`config.mk`:
```
export PLATFORM = sky130hd
export DESIGN_NAME = msb_first_bit_packer
export DESIGN_NICKNAME = d
export VERILOG_FILES = /design/src/sv/mbp_pkg.sv /design/src/sv/mbp_ctrl.sv /design/src/sv/mbp_dp.sv /design/src/sv/msb_first_bit_packer.sv
export SDC_FILE = /design/constraint.sdc
export NUM_CORES = 1
export LEC_CHECK = 0
export BUFFER_PORTS_ARGS = -buffer_cell sky130_fd_sc_hd__buf_2
export CAP_MARGIN = 20
export CORE_MARGIN = 8
export CORE_UTILIZATION = 32
export DETAILED_ROUTE_END_ITERATION = 10
export HOLD_SLACK_MARGIN = 0.05
export PLACE_DENSITY = 0.5
export SETUP_SLACK_MARGIN = 0.2
export SLEW_MARGIN = 10
export SYNTH_ARGS = -nofsm -noshare
export SYNTH_HDL_FRONTEND = slang
export SYNTH_SLANG_ARGS = --single-unit
export TNS_END_PERCENT = 100
```
`constraint.sdc`:
```
create_clock -name clk_i -period 9 [get_ports clk_i]
set_input_delay 0.9 -clock clk_i [delete_from_list [all_inputs] [get_ports clk_i]]
set_output_delay 0.9 -clock clk_i [all_outputs]
set_load 0.05 [all_outputs]
```
`src/sv/mbp_pkg.sv`:
```
// Shared types and constants for the MSB-first bit packer.
package mbp_pkg;

  localparam int CODE_W          = 32;
  localparam int COUNT_W         = 6;
  localparam int BYTE_W          = 8;
  localparam int MAX_CODE_BITS_D = 32;

  localparam logic OP_PUT   = 1'b0;
  localparam logic OP_FLUSH = 1'b1;

  typedef enum logic [0:0] {
    ST_IDLE,
    ST_EMIT
  } state_e;

  // Commands from the controller to the datapath.
  typedef struct packed {
    logic load;
    logic push;
  } cmd_t;

  // Status from the datapath to the controller.
  typedef struct packed {
    logic rem_ge8;
    logic last;
    logic slot_free;
  } sts_t;

endpackage

```
`src/sv/mbp_ctrl.sv`:
```
// Controller state machine of the MSB-first bit packer.
module mbp_ctrl (
  input  logic          clk_i,
  input  logic          rst_ni,
  input  logic          in_valid_i,
  output logic          in_ready_o,
  input  mbp_pkg::sts_t sts_i,
  output mbp_pkg::cmd_t cmd_o
);

  mbp_pkg::state_e state_q, state_d;

  always_ff @(posedge clk_i or negedge rst_ni) begin
    if (!rst_ni) begin
      state_q <= mbp_pkg::ST_IDLE;
    end else begin
      state_q <= state_d;
    end
  end

  always_comb begin
    state_d    = state_q;
    in_ready_o = 1'b0;
    cmd_o      = '0;
    case (state_q)
      mbp_pkg::ST_IDLE: begin
        in_ready_o = 1'b1;
        if (in_valid_i) begin
          cmd_o.load = 1'b1;
          state_d    = mbp_pkg::ST_EMIT;
        end
      end
      mbp_pkg::ST_EMIT: begin
        if (!sts_i.rem_ge8) begin
          state_d = mbp_pkg::ST_IDLE;
        end else if (sts_i.slot_free) begin
          cmd_o.push = 1'b1;
          if (sts_i.last) begin
            state_d = mbp_pkg::ST_IDLE;
          end
        end
      end
      default: begin
        state_d = mbp_pkg::ST_IDLE;
      end
    endcase
  end

endmodule

```
`src/sv/mbp_dp.sv`:
```
// Datapath of the MSB-first bit packer: bit window, bit count and output register.
module mbp_dp #(
  parameter int MAX_CODE_BITS = mbp_pkg::MAX_CODE_BITS_D
) (
  input  logic                          clk_i,
  input  logic                          rst_ni,
  input  logic                          operation_i,
  input  logic [mbp_pkg::CODE_W-1:0]    code_i,
  input  logic [mbp_pkg::COUNT_W-1:0]   code_len_i,
  input  logic                          out_ready_i,
  output logic                          out_valid_o,
  output logic [mbp_pkg::BYTE_W-1:0]    out_byte_o,
  output logic                          last_o,
  input  mbp_pkg::cmd_t                 cmd_i,
  output mbp_pkg::sts_t                 sts_o
);

  localparam int AW    = MAX_CODE_BITS + mbp_pkg::BYTE_W;
  localparam int REM_W = $clog2(AW);
  localparam int SH_W  = $clog2(AW + 1);
  localparam int CMP_W = mbp_pkg::COUNT_W + 1;

  // The window holds pending bits left-aligned; everything below them is zero.
  logic [AW-1:0]                acc_q, acc_d;
  logic [REM_W-1:0]             rem_q, rem_d;
  logic                         out_valid_q, out_valid_d;
  logic [mbp_pkg::BYTE_W-1:0]   out_byte_q;
  logic                         last_q;

  logic [REM_W-1:0] cnt_sat;
  logic [AW-1:0]    code_w;
  logic [AW-1:0]    masked;
  logic [SH_W-1:0]  shamt;
  logic             is_last;

  assign code_w = AW'(code_i);

  always_comb begin
    if ({1'b0, code_len_i} > CMP_W'(MAX_CODE_BITS)) begin
      cnt_sat = REM_W'(MAX_CODE_BITS);
    end else begin
      cnt_sat = REM_W'(code_len_i);
    end
  end

  always_comb begin
    for (int k = 0; k < AW; k++) begin
      masked[k] = code_w[k] & (k < int'(cnt_sat));
    end
  end

  // Moves the first code bit to sit right below the pending bits.
  assign shamt = SH_W'(AW) - SH_W'(cnt_sat) - SH_W'(rem_q);

  assign is_last = {1'b0, rem_q} < (REM_W + 1)'(16);

  assign sts_o.rem_ge8   = rem_q >= REM_W'(8);
  assign sts_o.last      = is_last;
  assign sts_o.slot_free = !out_valid_q || out_ready_i;

  always_comb begin
    acc_d       = acc_q;
    rem_d       = rem_q;
    out_valid_d = out_valid_q;
    if (out_ready_i) begin
      out_valid_d = 1'b0;
    end
    if (cmd_i.load) begin
      if (operation_i == mbp_pkg::OP_FLUSH) begin
        rem_d = (rem_q != '0) ? REM_W'(8) : '0;
      end else begin
        acc_d = acc_q | (masked << shamt);
        rem_d = rem_q + cnt_sat;
      end
    end else if (cmd_i.push) begin
      acc_d       = acc_q << mbp_pkg::BYTE_W;
      rem_d       = rem_q - REM_W'(8);
      out_valid_d = 1'b1;
    end
  end

  always_ff @(posedge clk_i or negedge rst_ni) begin
    if (!rst_ni) begin
      acc_q       <= '0;
      rem_q       <= '0;
      out_valid_q <= 1'b0;
    end else begin
      acc_q       <= acc_d;
      rem_q       <= rem_d;
      out_valid_q <= out_valid_d;
    end
  end

  always_ff @(posedge clk_i) begin
    if (cmd_i.push) begin
      out_byte_q <= acc_q[AW-1 -: mbp_pkg::BYTE_W];
      last_q     <= is_last;
    end
  end

  assign out_valid_o = out_valid_q;
  assign out_byte_o  = out_byte_q;
  assign last_o      = last_q;

endmodule

```
`src/sv/msb_first_bit_packer.sv`:
```
// Top level of the MSB-first variable-length bit packer.
//
//   Channel | Signals                                   | Direction
//   --------+-------------------------------------------+----------
//   input   | in_valid_i, in_ready_o, operation_i,      | in
//           | code_i, code_len_i                        |
//   output  | out_valid_o, out_ready_i, out_byte_o,     | out
//           | last_o                                    |
//
// An input transfer is taken in the idle state and each byte it completes then leaves one per cycle
// while the output register is free; an item completes 0 to 4 bytes at the default code width, and
// the next item waits for that drain; the single byte-wide output register sets this pace.
// Reset clears the pending bits, the bit count, the state and the output valid flag.
// A stalled output holds its byte in the output register and the drain waits; the next input
// transfer is taken once the last byte of the item has entered that register.
module msb_first_bit_packer #(
  parameter int MAX_CODE_BITS = mbp_pkg::MAX_CODE_BITS_D
) (
  input  logic                        clk_i,
  input  logic                        rst_ni,
  input  logic                        in_valid_i,
  output logic                        in_ready_o,
  input  logic                        operation_i,
  input  logic [mbp_pkg::CODE_W-1:0]  code_i,
  input  logic [mbp_pkg::COUNT_W-1:0] code_len_i,
  output logic                        out_valid_o,
  input  logic                        out_ready_i,
  output logic [mbp_pkg::BYTE_W-1:0]  out_byte_o,
  output logic                        last_o
);

  mbp_pkg::cmd_t cmd;
  mbp_pkg::sts_t sts;

  // The controller sequences the load of an item and the byte-by-byte drain.
  mbp_ctrl u_ctrl (
    .clk_i      (clk_i),
    .rst_ni     (rst_ni),
    .in_valid_i (in_valid_i),
    .in_ready_o (in_ready_o),
    .sts_i      (sts),
    .cmd_o      (cmd)
  );

  // The datapath aligns code bits behind the pending bits and shifts bytes out.
  mbp_dp #(
    .MAX_CODE_BITS (MAX_CODE_BITS)
  ) u_dp (
    .clk_i       (clk_i),
    .rst_ni      (rst_ni),
    .operation_i (operation_i),
    .code_i      (code_i),
    .code_len_i  (code_len_i),
    .out_ready_i (out_ready_i),
    .out_valid_o (out_valid_o),
    .out_byte_o  (out_byte_o),
    .last_o      (last_o),
    .cmd_i       (cmd),
    .sts_o       (sts)
  );

endmodule
```
==> impl_summary.log <==
INFO  metric outcome = completed
INFO  metric iteration_0_drc_count_of_the_detailed_router = 620
INFO  metric floorplan_die_area = approximately 0.023 mm^2
INFO  metric floorplan.core_area = approximately 0.018 mm^2
INFO  metric grt_pass1_vias = approximately 5.7k
INFO  metric post_route_cells_drive_above_1_share = a little under a fifth
INFO  metric die_w = between 150 and 200 um
INFO  metric final.fill_count = 1853
INFO  metric crit_chain = buf_2, nor2b_1, ha_1, inv_1, ha_1, buf_4, clkinv_1, nand2_1, a211oi_1, a211o_1, or2_0, a311oi_1, nor3_1
INFO  metric 1st_pass_router_iterations = 7
INFO  metric cp_data_required_time = between 9 and 10 ns
INFO  metric worstPathMaxFanout = between 40 and 50
INFO  metric vias_per_cell = between 6 and 7
INFO  metric avgSynthCellArea = around 8.3 um^2
INFO  metric finalCritPeriodShare = 52.3%
INFO  metric detailedPlacementHpwl = 16600 um
INFO  metric worst_slew_margin_rel = 30.8%
INFO  metric synth_cell_types = between 90 and 100
INFO  metric timing.critical_path.slowest_cell_delay = between 0.7 and 0.8 ns
INFO  metric wire_per_inst = between 20 and 25 um
INFO  metric diodes = 0
INFO  metric drv_cap = 0
INFO  metric grt_setup_unrepaired = no
INFO  metric timing.setup.critical_path_class = in2reg
INFO  metric grt.total_usage = 19.4%
INFO  metric cts_tree = yes
INFO  metric fin_skew = around 0.0090 ns
INFO  metric synth-main-ff-cell = dfrtp_1
INFO  metric post_cts_hold_buffer_count = 0
INFO  metric finish.net_count = slightly below 800
INFO  metric clock_latency = around 0.33 ns
INFO  metric post_cts.repair.setup_buffers = 0
INFO  metric totalNegativeSetupSlack = 0 ns
INFO  metric post_cts_resized = 0
INFO  metric grt_first_pass_wirelength = between 30000 and 40000 um
INFO  metric placement_rows = 49
INFO  metric clkTransAtPathRegs = 0.05 ns
INFO  metric numCtsBuffers = 9
INFO  metric slowest_stage = clkinv_1
INFO  metric max_freq = between 0.2 and 0.25 GHz
INFO  metric postLayoutCoreUtil = between 30% and 40%
INFO  metric mostFrequentLayoutCell = nor2_1
INFO  metric ctsHtreeMaxLevel = 3
INFO  metric remaining_drc_errors = 0
INFO  metric number_of_hold_slack_violations_in_the_final_timing_report = 0
INFO  metric number_of_clock_sinks = 57
INFO  metric critical_path_startpoint_category = input pin
INFO  metric yosys_warnings = 0
INFO  metric start_util = between 30% and 40%
INFO  metric end_kind = flip-flop
INFO  metric max_slew.worst_pin.slew = slightly above 1 ns
INFO  metric finalSetupViolCount = 0
INFO  metric fin_worst_hold_slack = roughly 0.47 ns
INFO  metric globalRouteOverflowTotal = 0
INFO  metric syn-instance-count = 701
INFO  metric syn-num-nets = between 700 and 800
INFO  metric fin_crit = approximately 4.7 ns
INFO  metric synth-seq-cells = 57
INFO  metric routabilityCongestion = roughly 0.93
INFO  metric cts_max_path_buffers = 2
INFO  metric maximum_number_of_pins_on_one_net_before_global_route_repair = 54
INFO  metric io_buffers = between 50 and 60
INFO  metric number_of_enable_flip_flop_cells_after_synthesis = 9
INFO  metric drt_wl_total = 21800 um
INFO  metric detail-route-antenna-nets = 0
INFO  metric synth_sequential_area_ratio = 25.4%
INFO  metric synthArstFlopShare = a little over four fifths
INFO  metric timing.critical_path.mode_cell = ha_1
INFO  metric synthesis.area = between 0.005 and 0.006 mm^2
INFO  metric antenna_violations_before_repair = 0
INFO  metric number_of_primary_i_o_pins = between 50 and 60
INFO  metric area.growth.synth_to_final = 11.1%
INFO  metric slew_viol_final = 0
INFO  metric chipHeight = roughly 150 um
INFO  metric clock_tree.root_cell = clkbuf_16
INFO  metric layout_common_cells = nor2_1, nand2_1, buf_2, dfrtp_1, o21ai_0
INFO  metric hold_class = reg2reg
INFO  metric critical_path_arrival = between 4 and 5 ns
INFO  metric routed-via-count = 5978
-- sequential cells by signal, summed over array words and instances, names as in the netlist --
register	cells
u_ctrl.state_q	1
u_dp.acc_q	40
u_dp.last_o	1
u_dp.out_byte_o	8
u_dp.out_valid_o	1
u_dp.rem_q	6
-- kinds of logic after synthesis --
logic type                 after synthesis  synth area share (%)
and+or+nand+nor                        247                  21.1
adders and majority gates               17                  4.19
buffers and inverters                   77                  7.32
xor gates and xnor gates                13                  1.96
AOI/OAI and AO/OA                      253                  32.1
muxes                                   37                  7.92
DFF                                     57                  25.4
-- synthesized netlist by cell type (all sizes together) (4+ instances only) --
library cell | instances | area [um^2]
buf | 18 | 141
a211o | 10 | 91.3
o21ai | 41 | 205
inv | 20 | 75.1
o22ai | 14 | 93.8
ha | 13 | 163
a311oi | 8 | 70.1
edfxtp | 9 | 270
o211ai | 18 | 135
xor2 | 7 | 61.3
a21oi | 37 | 185
o31ai | 5 | 37.5
nand3 | 19 | 95.1
or2 | 7 | 43.8
or3 | 10 | 62.6
a221o | 5 | 50.1
nand2 | 54 | 203
a22oi | 5 | 42.5
nand2b | 14 | 87.6
mux2i | 20 | 200
a211oi | 25 | 193
fa | 4 | 80.1
xnor2 | 6 | 52.6
dfrtp | 48 | 1200
nor2b | 7 | 43.8
nor2 | 79 | 299
and2 | 7 | 43.8
a31oi | 9 | 56.3
or4 | 4 | 37.5
o221a | 6 | 67.6
o32ai | 6 | 52.6
o21a | 8 | 60.1
a21o | 4 | 31.3
o311ai | 7 | 61.3
clkbuf | 38 | 204
and3 | 4 | 25.0
nor3 | 28 | 145
a32oi | 5 | 43.8
mux2 | 11 | 124
mux4 | 6 | 135
a31o | 4 | 35.0
-- final timing paths --
kind	end	start	cells past startpoint	slack, ns
setup / recovery	u_dp.acc_q[13]	code_len_i[5]	13	4.30
max in group asynchronous	u_dp.acc_q[8]	rst_ni	2	7.89
hold reg to reg	u_dp.out_byte_o[2]	u_dp.acc_q[34]	0	0.47
min in group asynchronous	u_dp.acc_q[25]	rst_ni	2	0.67
hold / removal	u_dp.out_byte_o[2]	u_dp.acc_q[34]	0	0.47
setup reg to reg	u_dp.acc_q[13]	u_dp.rem_q[1]	11	5.15
-- area by class of cell --
type / instances / area (um^2) / share of cell area (%)
Clock buffer: 14 / 274 / 4.26
Clock inverter: 2 / 35.0 / 0.544
Inverter: 21 / 78.8 / 1.22
Multi-Input combinational cell: 567 / 3920 / 60.8
Sequential cell: 57 / 1470 / 22.9
Tap cell: 229 / 287 / 4.45
Timing Repair Buffer: 68 / 378 / 5.87
-- stage by stage --
step	std cells	cell area (um^2)	worst slack, ns
5_1_grt	958	6440	4.00
4_1_cts	958	6440	4.40
3_5_place_dp	942	6130	4.04
6_report	958	6440	4.30
3_3_place_gp	942	6130	4.10
2_1_floorplan	701	5800	4.89
-- worst max-delay path, delay by kind of cell --
kind | cells | cell delay (ns)
buf+inv | 4 | 1.70
simple gates | 4 | 0.97
compound gates | 3 | 0.69
fa+ha+maj | 2 | 0.61
-- metal layers --
metal | GRT usage [%] | up-vias | routed length [um]
met5 | 0 | - | 0
met3 | 3.37 | 29 | 1360
met1 | 27.2 | 2952 | 10300
met4 | 5.24 | 0 | 340
met2 | 30.0 | 263 | 9800
li1 | - | 2734 | -
Power is not shown: default switching activity piles up to over one toggle a cycle in this logic, so the estimate is an artifact.
